`config.mk`:
```
export PLATFORM = sky130hd
export DESIGN_NAME = kline_five_baud_init_top
export DESIGN_NICKNAME = d
export VERILOG_FILES = /design/src/rtl/kfbi_pkg.sv /design/src/rtl/kline_five_baud_init_top.sv /design/src/rtl/kfbi_csr.sv /design/src/rtl/kfbi_seq.sv /design/src/rtl/kfbi_out.sv
export VERILOG_INCLUDE_DIRS = /design/src /design/src/rtl
export SDC_FILE = /design/constraint.sdc
export NUM_CORES = 1
export LEC_CHECK = 0
export BUFFER_PORTS_ARGS = -buffer_cell sky130_fd_sc_hd__buf_2
export CAP_MARGIN = 20
export CORE_MARGIN = 5
export CORE_UTILIZATION = 45
export CTS_CLUSTER_SIZE = 10
export DETAILED_ROUTE_END_ITERATION = 7
export PLACE_DENSITY = 0.75
export SYNTH_ARGS = -nofsm -noshare
export SYNTH_HDL_FRONTEND = slang
export SYNTH_SLANG_ARGS = --single-unit
```
`constraint.sdc`:
```
create_clock -name clock -period 4.95 [get_ports clock]
set_input_delay 0.2475 -clock clock [delete_from_list [all_inputs] [get_ports clock]]
set_output_delay 0.2475 -clock clock [all_outputs]
set_load 0.02 [all_outputs]
```
`src/rtl/assert_macros.svh`:
```
// Assertion macros used by the K-line init state machine (kfbi_seq).
`ifndef ASSERT_MACROS_SVH
`define ASSERT_MACROS_SVH

`ifndef NO_ASSERTIONS

// prop must hold at every clock edge outside reset
`define ASSERT_ALWAYS(label, clk, rst, prop) \
   label: assert property (@(posedge clk) disable iff (rst) (prop)) \
      else $error("assertion failed: prop");

// cond in one cycle implies prop in the next
`define ASSERT_NEXT(label, clk, rst, cond, prop) \
   label: assert property (@(posedge clk) disable iff (rst) (cond) |=> (prop)) \
      else $error("assertion failed: cond |=> prop");

`else

`define ASSERT_ALWAYS(label, clk, rst, prop)
`define ASSERT_NEXT(label, clk, rst, cond, prop)

`endif

`endif

```
`src/rtl/kfbi_pkg.sv`:
```
// Types and constants of the K-line five-baud init sequencer.
package kfbi_pkg;

   typedef enum logic [13:0] {
      PH_IDLE     = 14'b00_0000_0000_0001,
      PH_LINEHIGH = 14'b00_0000_0000_0010,
      PH_WAKE     = 14'b00_0000_0000_0100,
      PH_DLY60    = 14'b00_0000_0000_1000,
      PH_SYNC     = 14'b00_0000_0001_0000,
      PH_DLY5     = 14'b00_0000_0010_0000,
      PH_KEY1     = 14'b00_0000_0100_0000,
      PH_KEY2     = 14'b00_0000_1000_0000,
      PH_DLY25    = 14'b00_0001_0000_0000,
      PH_ECHO     = 14'b00_0010_0000_0000,
      PH_ADDR     = 14'b00_0100_0000_0000,
      PH_OK       = 14'b00_1000_0000_0000,
      PH_TMO      = 14'b01_0000_0000_0000,
      PH_BAD      = 14'b10_0000_0000_0000
   } phase_type;

   localparam logic [1:0] ACT_START = 2'd0;
   localparam logic [1:0] ACT_TICK  = 2'd1;
   localparam logic [1:0] ACT_BYTE  = 2'd2;

   localparam logic [2:0] ST_IDLE     = 3'd0;
   localparam logic [2:0] ST_BUSY     = 3'd1;
   localparam logic [2:0] ST_OK       = 3'd2;
   localparam logic [2:0] ST_TIMEOUT  = 3'd3;
   localparam logic [2:0] ST_MISMATCH = 3'd4;

   localparam logic [2:0] CSR_WAKE_ADDRESS  = 3'd0;
   localparam logic [2:0] CSR_BIT_TIME_MS   = 3'd1;
   localparam logic [2:0] CSR_IDLE_MS       = 3'd2;
   localparam logic [2:0] CSR_SYNC_TIMEOUT  = 3'd3;
   localparam logic [2:0] CSR_KEY_TIMEOUT   = 3'd4;
   localparam logic [2:0] CSR_REPLY_TIMEOUT = 3'd5;

   localparam int unsigned CSR_INDEX_W = 3;
   localparam int unsigned CSR_DATA_W  = 12;

   localparam logic [11:0] DLY60_MS  = 12'd60;
   localparam logic [11:0] DLY5_MS   = 12'd5;
   localparam logic [11:0] DLY25_MS  = 12'd25;
   localparam logic [3:0]  WAKE_BITS = 4'd10;
   localparam logic [3:0]  DATA_BITS = 4'd8;

   typedef struct packed {
      logic [7:0]  wake_address;
      logic [9:0]  bit_time_ms;
      logic [11:0] idle_ms;
      logic [9:0]  sync_timeout_ms;
      logic [9:0]  key_timeout_ms;
      logic [9:0]  reply_timeout_ms;
   } cfg_type;

   // packed LSB last: line_level lands in bit 0
   typedef struct packed {
      logic [7:0] address_value;
      logic [7:0] key_two;
      logic [7:0] key_one;
      logic [7:0] sync_value;
      logic [2:0] status;
      logic [7:0] tx_byte;
      logic       tx_valid;
      logic       raw_mode;
      logic       line_level;
   } result_type;

   localparam int unsigned RSP_DATA_W = 48;

endpackage

```
`src/rtl/kline_five_baud_init_top.sv`:
```
// Top level of the K-line five-baud initialization sequencer.
//
//   channel  | direction | handshake             | payload
//   req      | in        | req_tvalid/req_tready | tuser action, tdata rx_byte
//   rsp      | out       | rsp_tvalid/rsp_tready | tdata status and captured bytes
//   csr      | in        | csr_valid/csr_ready   | csr_index, csr_data
//
// One request per cycle while req_tready is high; its response is registered and shows in the next cycle.
// req_tready drops only while a response waits and rsp_tready is low.
// Reset (synchronous) returns the sequencer to idle and the registers to defaults.
// csr_ready is always high; writes to unused indexes are dropped.
module kline_five_baud_init_top (
   input  logic                                 clock,
   input  logic                                 reset,
   input  logic                                 req_tvalid,
   output logic                                 req_tready,
   input  logic [1:0]                           req_tuser,   // action
   input  logic [7:0]                           req_tdata,   // rx_byte
   output logic                                 rsp_tvalid,
   input  logic                                 rsp_tready,
   // line_level, raw_mode, tx_valid, tx_byte[7:0], status[2:0], sync_value[7:0],
   // key_one[7:0], key_two[7:0], address_value[7:0], zero pad
   output logic [kfbi_pkg::RSP_DATA_W-1:0]      rsp_tdata,
   input  logic                                 csr_valid,
   output logic                                 csr_ready,
   input  logic [kfbi_pkg::CSR_INDEX_W-1:0]     csr_index,
   input  logic [kfbi_pkg::CSR_DATA_W-1:0]      csr_data
);
   import kfbi_pkg::*;

   cfg_type    cfg;
   result_type result;
   logic       room;
   logic       take;

   assign req_tready = room;
   assign take       = req_tvalid && room;

   kfbi_csr u_csr (
      .clock     (clock),
      .reset     (reset),
      .csr_valid (csr_valid),
      .csr_ready (csr_ready),
      .csr_index (csr_index),
      .csr_data  (csr_data),
      .cfg       (cfg)
   );

   kfbi_seq u_seq (
      .clock   (clock),
      .reset   (reset),
      .take    (take),
      .action  (req_tuser),
      .rx_byte (req_tdata),
      .cfg     (cfg),
      .result  (result)
   );

   kfbi_out u_out (
      .clock      (clock),
      .reset      (reset),
      .load       (take),
      .result     (result),
      .room       (room),
      .rsp_tvalid (rsp_tvalid),
      .rsp_tready (rsp_tready),
      .rsp_tdata  (rsp_tdata)
   );

endmodule

```
`src/rtl/kfbi_csr.sv`:
```
// Configuration register file of the K-line init sequencer.
module kfbi_csr (
   input  logic                                clock,
   input  logic                                reset,
   input  logic                                csr_valid,
   output logic                                csr_ready,
   input  logic [kfbi_pkg::CSR_INDEX_W-1:0]    csr_index,
   input  logic [kfbi_pkg::CSR_DATA_W-1:0]     csr_data,
   output kfbi_pkg::cfg_type                   cfg
);
   import kfbi_pkg::*;

   cfg_type cfg_ff;
   cfg_type cfg_in;

   assign csr_ready = 1'b1;
   assign cfg       = cfg_ff;

   always_comb begin
      cfg_in = cfg_ff;
      if (csr_valid) begin
         case (csr_index)
            CSR_WAKE_ADDRESS:  cfg_in.wake_address     = csr_data[7:0];
            CSR_BIT_TIME_MS:   cfg_in.bit_time_ms      = csr_data[9:0];
            CSR_IDLE_MS:       cfg_in.idle_ms          = csr_data[11:0];
            CSR_SYNC_TIMEOUT:  cfg_in.sync_timeout_ms  = csr_data[9:0];
            CSR_KEY_TIMEOUT:   cfg_in.key_timeout_ms   = csr_data[9:0];
            CSR_REPLY_TIMEOUT: cfg_in.reply_timeout_ms = csr_data[9:0];
            default:           cfg_in = cfg_ff;
         endcase
      end
   end

   always_ff @(posedge clock) begin
      if (reset) begin
         cfg_ff.wake_address     <= 8'd136;
         cfg_ff.bit_time_ms      <= 10'd200;
         cfg_ff.idle_ms          <= 12'd1500;
         cfg_ff.sync_timeout_ms  <= 10'd300;
         cfg_ff.key_timeout_ms   <= 10'd20;
         cfg_ff.reply_timeout_ms <= 10'd50;
      end else begin
         cfg_ff <= cfg_in;
      end
   end

endmodule

```
`src/rtl/kfbi_seq.sv`:
```
// Init sequence state machine: phase, timers, held byte and captured bytes.
`include "assert_macros.svh"

module kfbi_seq (
   input  logic                   clock,
   input  logic                   reset,
   input  logic                   take,
   input  logic [1:0]             action,
   input  logic [7:0]             rx_byte,
   input  kfbi_pkg::cfg_type      cfg,
   output kfbi_pkg::result_type   result
);
   import kfbi_pkg::*;

   phase_type   phase_ff, phase_in;
   logic [11:0] ms_timer_ff, ms_timer_in;
   logic [3:0]  bit_index_ff, bit_index_in;
   logic        held_valid_ff, held_valid_in;
   logic [7:0]  held_byte_ff, held_byte_in;
   logic [7:0]  echo_ff, echo_in;
   logic [7:0]  cap0_ff, cap0_in;
   logic [7:0]  cap1_ff, cap1_in;
   logic [7:0]  cap2_ff, cap2_in;
   logic [7:0]  cap3_ff, cap3_in;

   logic [11:0] tmr_inc;
   logic [3:0]  bit_inc;
   logic [11:0] limit;
   logic        sent;
   logic        take_req;
   logic [7:0]  take_val;

   assign tmr_inc = ms_timer_ff + 12'd1;
   assign bit_inc = bit_index_ff + 4'd1;

   always_comb begin
      case (phase_ff)
         PH_SYNC:          limit = {2'b0, cfg.sync_timeout_ms};
         PH_KEY1, PH_KEY2: limit = {2'b0, cfg.key_timeout_ms};
         default:          limit = {2'b0, cfg.reply_timeout_ms};
      endcase
   end

   always_comb begin
      phase_in      = phase_ff;
      ms_timer_in   = ms_timer_ff;
      bit_index_in  = bit_index_ff;
      held_valid_in = held_valid_ff;
      held_byte_in  = held_byte_ff;
      echo_in       = echo_ff;
      cap0_in       = cap0_ff;
      cap1_in       = cap1_ff;
      cap2_in       = cap2_ff;
      cap3_in       = cap3_ff;
      sent          = 1'b0;
      take_req      = 1'b0;
      take_val      = rx_byte;

      if (take) begin
         case (action)
            ACT_START: begin
               phase_in      = PH_LINEHIGH;
               ms_timer_in   = '0;
               bit_index_in  = '0;
               held_valid_in = 1'b0;
               held_byte_in  = '0;
               echo_in       = '0;
               cap0_in       = '0;
               cap1_in       = '0;
               cap2_in       = '0;
               cap3_in       = '0;
            end
            ACT_TICK: begin
               ms_timer_in = tmr_inc;
               case (phase_ff)
                  PH_LINEHIGH: begin
                     if (tmr_inc >= cfg.idle_ms) begin
                        phase_in     = PH_WAKE;
                        bit_index_in = '0;
                        ms_timer_in  = '0;
                     end
                  end
                  PH_WAKE: begin
                     if (tmr_inc >= {2'b0, cfg.bit_time_ms}) begin
                        ms_timer_in  = '0;
                        bit_index_in = bit_inc;
                        if (bit_inc >= WAKE_BITS) begin
                           phase_in     = PH_DLY60;
                           bit_index_in = '0;
                        end
                     end
                  end
                  PH_DLY60, PH_DLY5, PH_DLY25: begin
                     if ((phase_ff == PH_DLY60 && tmr_inc >= DLY60_MS) ||
                         (phase_ff == PH_DLY5  && tmr_inc >= DLY5_MS)  ||
                         (phase_ff == PH_DLY25 && tmr_inc >= DLY25_MS)) begin
                        case (phase_ff)
                           PH_DLY60: phase_in = PH_SYNC;
                           PH_DLY5:  phase_in = PH_KEY1;
                           default: begin
                              phase_in = PH_ECHO;
                              echo_in  = ~cap2_ff;
                              sent     = 1'b1;
                           end
                        endcase
                        ms_timer_in   = '0;
                        take_req      = held_valid_ff;
                        take_val      = held_byte_ff;
                        held_valid_in = 1'b0;
                     end
                  end
                  PH_SYNC, PH_KEY1, PH_KEY2, PH_ECHO, PH_ADDR: begin
                     if (tmr_inc >= limit) phase_in = PH_TMO;
                  end
                  default: ms_timer_in = '0;
               endcase
            end
            ACT_BYTE: take_req = 1'b1;
            default: ;
         endcase
      end

      // byte delivery, either fresh or released from the held slot
      if (take_req) begin
         case (phase_in)
            PH_SYNC: begin
               cap0_in = take_val; phase_in = PH_DLY5; ms_timer_in = '0;
            end
            PH_KEY1: begin
               cap1_in = take_val; phase_in = PH_KEY2; ms_timer_in = '0;
            end
            PH_KEY2: begin
               cap2_in = take_val; phase_in = PH_DLY25; ms_timer_in = '0;
            end
            PH_ECHO: begin
               if (take_val == echo_in) begin
                  phase_in = PH_ADDR; ms_timer_in = '0;
               end else begin
                  phase_in = PH_BAD;
               end
            end
            PH_ADDR: begin
               cap3_in = take_val; phase_in = PH_OK;
            end
            PH_DLY60, PH_DLY5, PH_DLY25: begin
               if (!held_valid_in) begin
                  held_valid_in = 1'b1;
                  held_byte_in  = take_val;
               end
            end
            default: ;
         endcase
      end
   end

   always_comb begin
      result               = '0;
      result.raw_mode      = (phase_in == PH_LINEHIGH) || (phase_in == PH_WAKE);
      result.line_level    = 1'b1;
      if (phase_in == PH_WAKE) begin
         if (bit_index_in == 4'd0) begin
            result.line_level = 1'b0;
         end else if (bit_index_in <= DATA_BITS) begin
            result.line_level = cfg.wake_address[3'(bit_index_in - 4'd1)];
         end
      end
      result.tx_valid      = sent;
      result.tx_byte       = sent ? echo_in : 8'd0;
      case (phase_in)
         PH_IDLE: result.status = ST_IDLE;
         PH_OK:   result.status = ST_OK;
         PH_TMO:  result.status = ST_TIMEOUT;
         PH_BAD:  result.status = ST_MISMATCH;
         default: result.status = ST_BUSY;
      endcase
      result.sync_value    = cap0_in;
      result.key_one       = cap1_in;
      result.key_two       = cap2_in;
      result.address_value = cap3_in;
   end

   always_ff @(posedge clock) begin
      if (reset) begin
         phase_ff      <= PH_IDLE;
         ms_timer_ff   <= '0;
         bit_index_ff  <= '0;
         held_valid_ff <= 1'b0;
         held_byte_ff  <= '0;
         echo_ff       <= '0;
         cap0_ff       <= '0;
         cap1_ff       <= '0;
         cap2_ff       <= '0;
         cap3_ff       <= '0;
      end else begin
         phase_ff      <= phase_in;
         ms_timer_ff   <= ms_timer_in;
         bit_index_ff  <= bit_index_in;
         held_valid_ff <= held_valid_in;
         held_byte_ff  <= held_byte_in;
         echo_ff       <= echo_in;
         cap0_ff       <= cap0_in;
         cap1_ff       <= cap1_in;
         cap2_ff       <= cap2_in;
         cap3_ff       <= cap3_in;
      end
   end

   // held slot is only ever occupied during a fixed delay
   `ASSERT_ALWAYS(a_held_in_delay, clock, reset, !held_valid_ff || phase_ff == PH_DLY60 || phase_ff == PH_DLY5 || phase_ff == PH_DLY25)
   `ASSERT_ALWAYS(a_bit_index_range, clock, reset, bit_index_ff < WAKE_BITS)
   `ASSERT_NEXT(a_start_clears, clock, reset, take && action == ACT_START, phase_ff == PH_LINEHIGH && !held_valid_ff && ms_timer_ff == 12'd0)

endmodule

```
`src/rtl/kfbi_out.sv`:
```
// Result register and response handshake of the K-line init sequencer.
module kfbi_out (
   input  logic                                 clock,
   input  logic                                 reset,
   input  logic                                 load,
   input  kfbi_pkg::result_type                 result,
   output logic                                 room,
   output logic                                 rsp_tvalid,
   input  logic                                 rsp_tready,
   output logic [kfbi_pkg::RSP_DATA_W-1:0]      rsp_tdata
);
   import kfbi_pkg::*;

   logic       valid_ff, valid_in;
   result_type data_ff;

   assign room       = !valid_ff || rsp_tready;
   assign valid_in   = load || (valid_ff && !rsp_tready);
   assign rsp_tvalid = valid_ff;
   assign rsp_tdata  = {(RSP_DATA_W - $bits(result_type))'(0), data_ff};

   always_ff @(posedge clock) begin
      if (reset) begin
         valid_ff <= 1'b0;
      end else begin
         valid_ff <= valid_in;
      end
   end

   always_ff @(posedge clock) begin
      if (load) begin
         data_ff <= result;
      end
   end

endmodule

```
==> metrics.yaml <==
finish:
  area_delta_synth_final_pct: 19.8
  finalInstanceArea_um2: 11800
  nets: 1352
  drive_above_1_share_pct: 20.2
  diodes: 0
  mostFrequentLayoutCells: "nand2_1, dfxtp_1, a21oi_1, buf_4, buf_2"
  layout_commonest_cell: "nand2_1"
timing:
  drv_slew: 0
  finalSetupViolCount: 0
  rsz0062_at_grt: "yes"
  tightest_slew_ns: 1.13
  fmax_ghz: 0.204
  worst_slack_ns: 0.0438
  finalHoldViolCount: 0
  max_slew_margin_pct: 24.5
  clock_skew_ns: 0.0174
  period_share_pct: 99.1
  final.min_clock_period_ns: 4.91
worst_setup_path:
  cp_slowest_stage_delay_ns: 0.58
  crit_family: "simple AND/OR/NAND/NOR gates"
  critPathCaptureType: "register"
  crit_path_max_fanout: 6
  worstPathCellList: "or4_4 > nor3_4 > nor4b_4 > buf_6 > buf_12 > clkbuf_16 > a22o_1 > a21oi_1 > ha_1 > nand4_1 > nor2_1 > o31a_1 > nor3_2 > a21o_1 > a2111oi_4 > buf_4 > buf_4 > o31ai_2 > or3_4 > a311oi_4 > clkbuf_16 > mux2i_2 > and2_1"
  critical_path_buf_inv_count: 6
  required_ns: 5.35
  path_class: "register to register"
  crit_slowest_cell: "or4_4"
  start_kind: "register"
  worstPathArrival_ns: 5.30
place:
  pre_cts_ws_ns: 0.0352
  routabilityCongestion: 0.958
  io_buffers: 77
  dp_hpwl_um: 20600
  postPlaceCellArea_um2: 10900
routing:
  vias: 9255
  wl_per_cell_um: 18.6
  dr.first_iter.drc_count: 658
  totalWireLength_um: 29300
  drtAntennaViolNets: 0
  first_pass_iters: 7
  via_per_inst: 5.88
  drc: 0
global_route:
  grt_max_degree: 58
  overflow: 0
  antenna_found_initial: 0
  grt_pass1_vias: 8672
  grt_usage_pct: 22.9
  grt_pass1_wl_um: 45300
floorplanning:
  ios: 81
  die_x_um: 158
  die-area_um2: 24900
  initial_utilization_pct: 45.3
  die_y_um: 158
  core_um2: 21700
  rows: 54
clock_tree:
  cts_buffers: 17
  clk_pin_slew_ns: 0.08
  clk_latency_ns: 0.45
  cts_tree: "built"
  htree_num_levels: 4
  clk_path_buf_depth: 2
  root_buffer: "clkbuf_16"
  cts_hold_buf: 0
  cts_sinks: 186
synthesis:
  syn-cell-area_um2: 9830
  yosysSeqAreaShare_pct: 42.6
  synth-async-reset-ratio_pct: 0
  synthCells: 1155
  ys_ff_latch: 186
  synth_edf_count: 46
  yosysUniqueCellTypes: 79
  ys_warn_count: 0
  synth_ff_type: "dfxtp_1"
  synth.avg_cell_area_um2: 8.51
power:
  p_per_area_nw_per_um2: 269
  peakVddDrop_mv: 0.216
  cellLeakagePower_nw: 4.88
status:
  status: "completed"
min_path:
  worstHoldPathType: "input port to register"
run:
  cap_viol_max_count: 0
[cell type report]
cell class,count,area [um^2]
fillers,1972,9910
multi-input cells,871,5370
flip-flops and latches,186,4190
repair buffers,171,1170
clock buffers,17,425
well taps,280,350
clock inverters,15,154
inverters,34,128
[kinds of logic after synthesis]
family                   Yosys count  synth area share (%)
AND/OR/NAND/NOR                  523                  26.5
AO/OA/AOI/OAI                    268                  17.8
flip-flops                       186                  42.6
buffers and inverters             99                  4.16
adder cells (fa/ha/maj)           41                  5.22
XOR/XNOR                          18                  1.60
multiplexers                      18                  2.13
other                              2                0.0764
[synth_stat cells, drive strengths merged, types with 4 or more instances]
master    n  share of area, %
a211o     6              0.53
a211oi   17               1.3
a21boi    5              0.38
a21o      5              0.38
a21oi   103               5.3
a22o      9              0.80
a22oi     5              0.38
a31o      5              0.45
a31oi    11              0.70
and2     26               1.7
and3     18               1.1
buf      17               1.0
clkbuf   48               1.8
dfxtp   140                29
edfxtp   46                14
ha       41               5.2
inv      34               1.3
mux2i    13               1.3
nand2   199               7.6
nand2b   11              0.70
nand3    60               3.1
nand3b   16               1.2
nand4    19               1.2
nor2     78               3.0
nor2b     8              0.51
nor3     33               1.8
nor4     12               1.1
nor4b     7              0.62
o211ai   19               1.5
o21ai    47               2.4
o31ai     4              0.36
or2      10              0.64
or3       9              0.62
or4       6              0.53
xnor2     9              0.80
xor2      9              0.80
[flip-flops by register name, indices dropped and copies added (netlist names)]
register and count:
u_seq.cap3_ff 8, u_seq.echo_ff 8, u_seq.cap0_ff 8, u_out.rsp_tdata 46
u_out.rsp_tvalid 1, u_seq.cap2_ff 8, u_seq.held_byte_ff 8, u_seq.held_valid_ff 1
u_seq.bit_index_ff 4, u_csr.cfg 60, u_seq.ms_timer_ff 12, u_seq.phase_ff 14
u_seq.cap1_ff 8
[repair_timing]
action                                  4_1_cts  5_1_grt
endpoints found under the setup margin        0       97
buffers inserted                              0       14
resized for setup                             0       29
[tightest hold or removal path: stages]
cell	delay (ns)
buf_2	0.10
mux2i_1	0.06
nor2_1	0.07
[final timing paths]
check / slack [ns] / start / end / depth (start not counted)
worst min register to register: 0.46 / u_csr.cfg[54] / u_csr.cfg[54] / 2
worst max register to register: 0.04 / u_seq.phase_ff[10] / u_seq.cap0_ff[6] / 23
worst max-delay path: 0.04 / u_seq.phase_ff[10] / u_seq.cap0_ff[6] / 23
worst min-delay path: 0.07 / req_tdata[0] / u_seq.held_byte_ff[0] / 3
[layer usage]
layer	track usage [%]	up-vias	part of all wire [%]
met5	0	-	0
met4	9.34	0	3.5
met3	4.35	79	6.7
met2	37.3	378	48
met1	29.9	4383	42
li1	-	4415	-
[where the power goes]
group	internal [mW]	switching, mW
Combinational	0.0636	0.153
Sequential	1.58	0.0113
Clock	0.674	0.685
Total	2.32	0.849
[stage by stage]
| step | util (%) | TNS, ns | std cells | hold WS, ns | power, mW |
|---|---|---|---|---|---|
| after detailed placement | 50.4 | 0 | 1527 | 0.446 | 1.84 |
| after global placement | 50.4 | 0 | 1527 | 0.445 | 1.84 |
| after global routing | 54.3 | -5.10 | 1574 | 0.0833 | 3.27 |
| after CTS | 53.0 | 0 | 1559 | 0.0664 | 3.17 |
| final | 54.3 | 0 | 1574 | 0.0688 | 3.17 |
| after floorplan | - | 0 | 1156 | 0.371 | 1.76 |
Power figures use the tool's default switching activity.
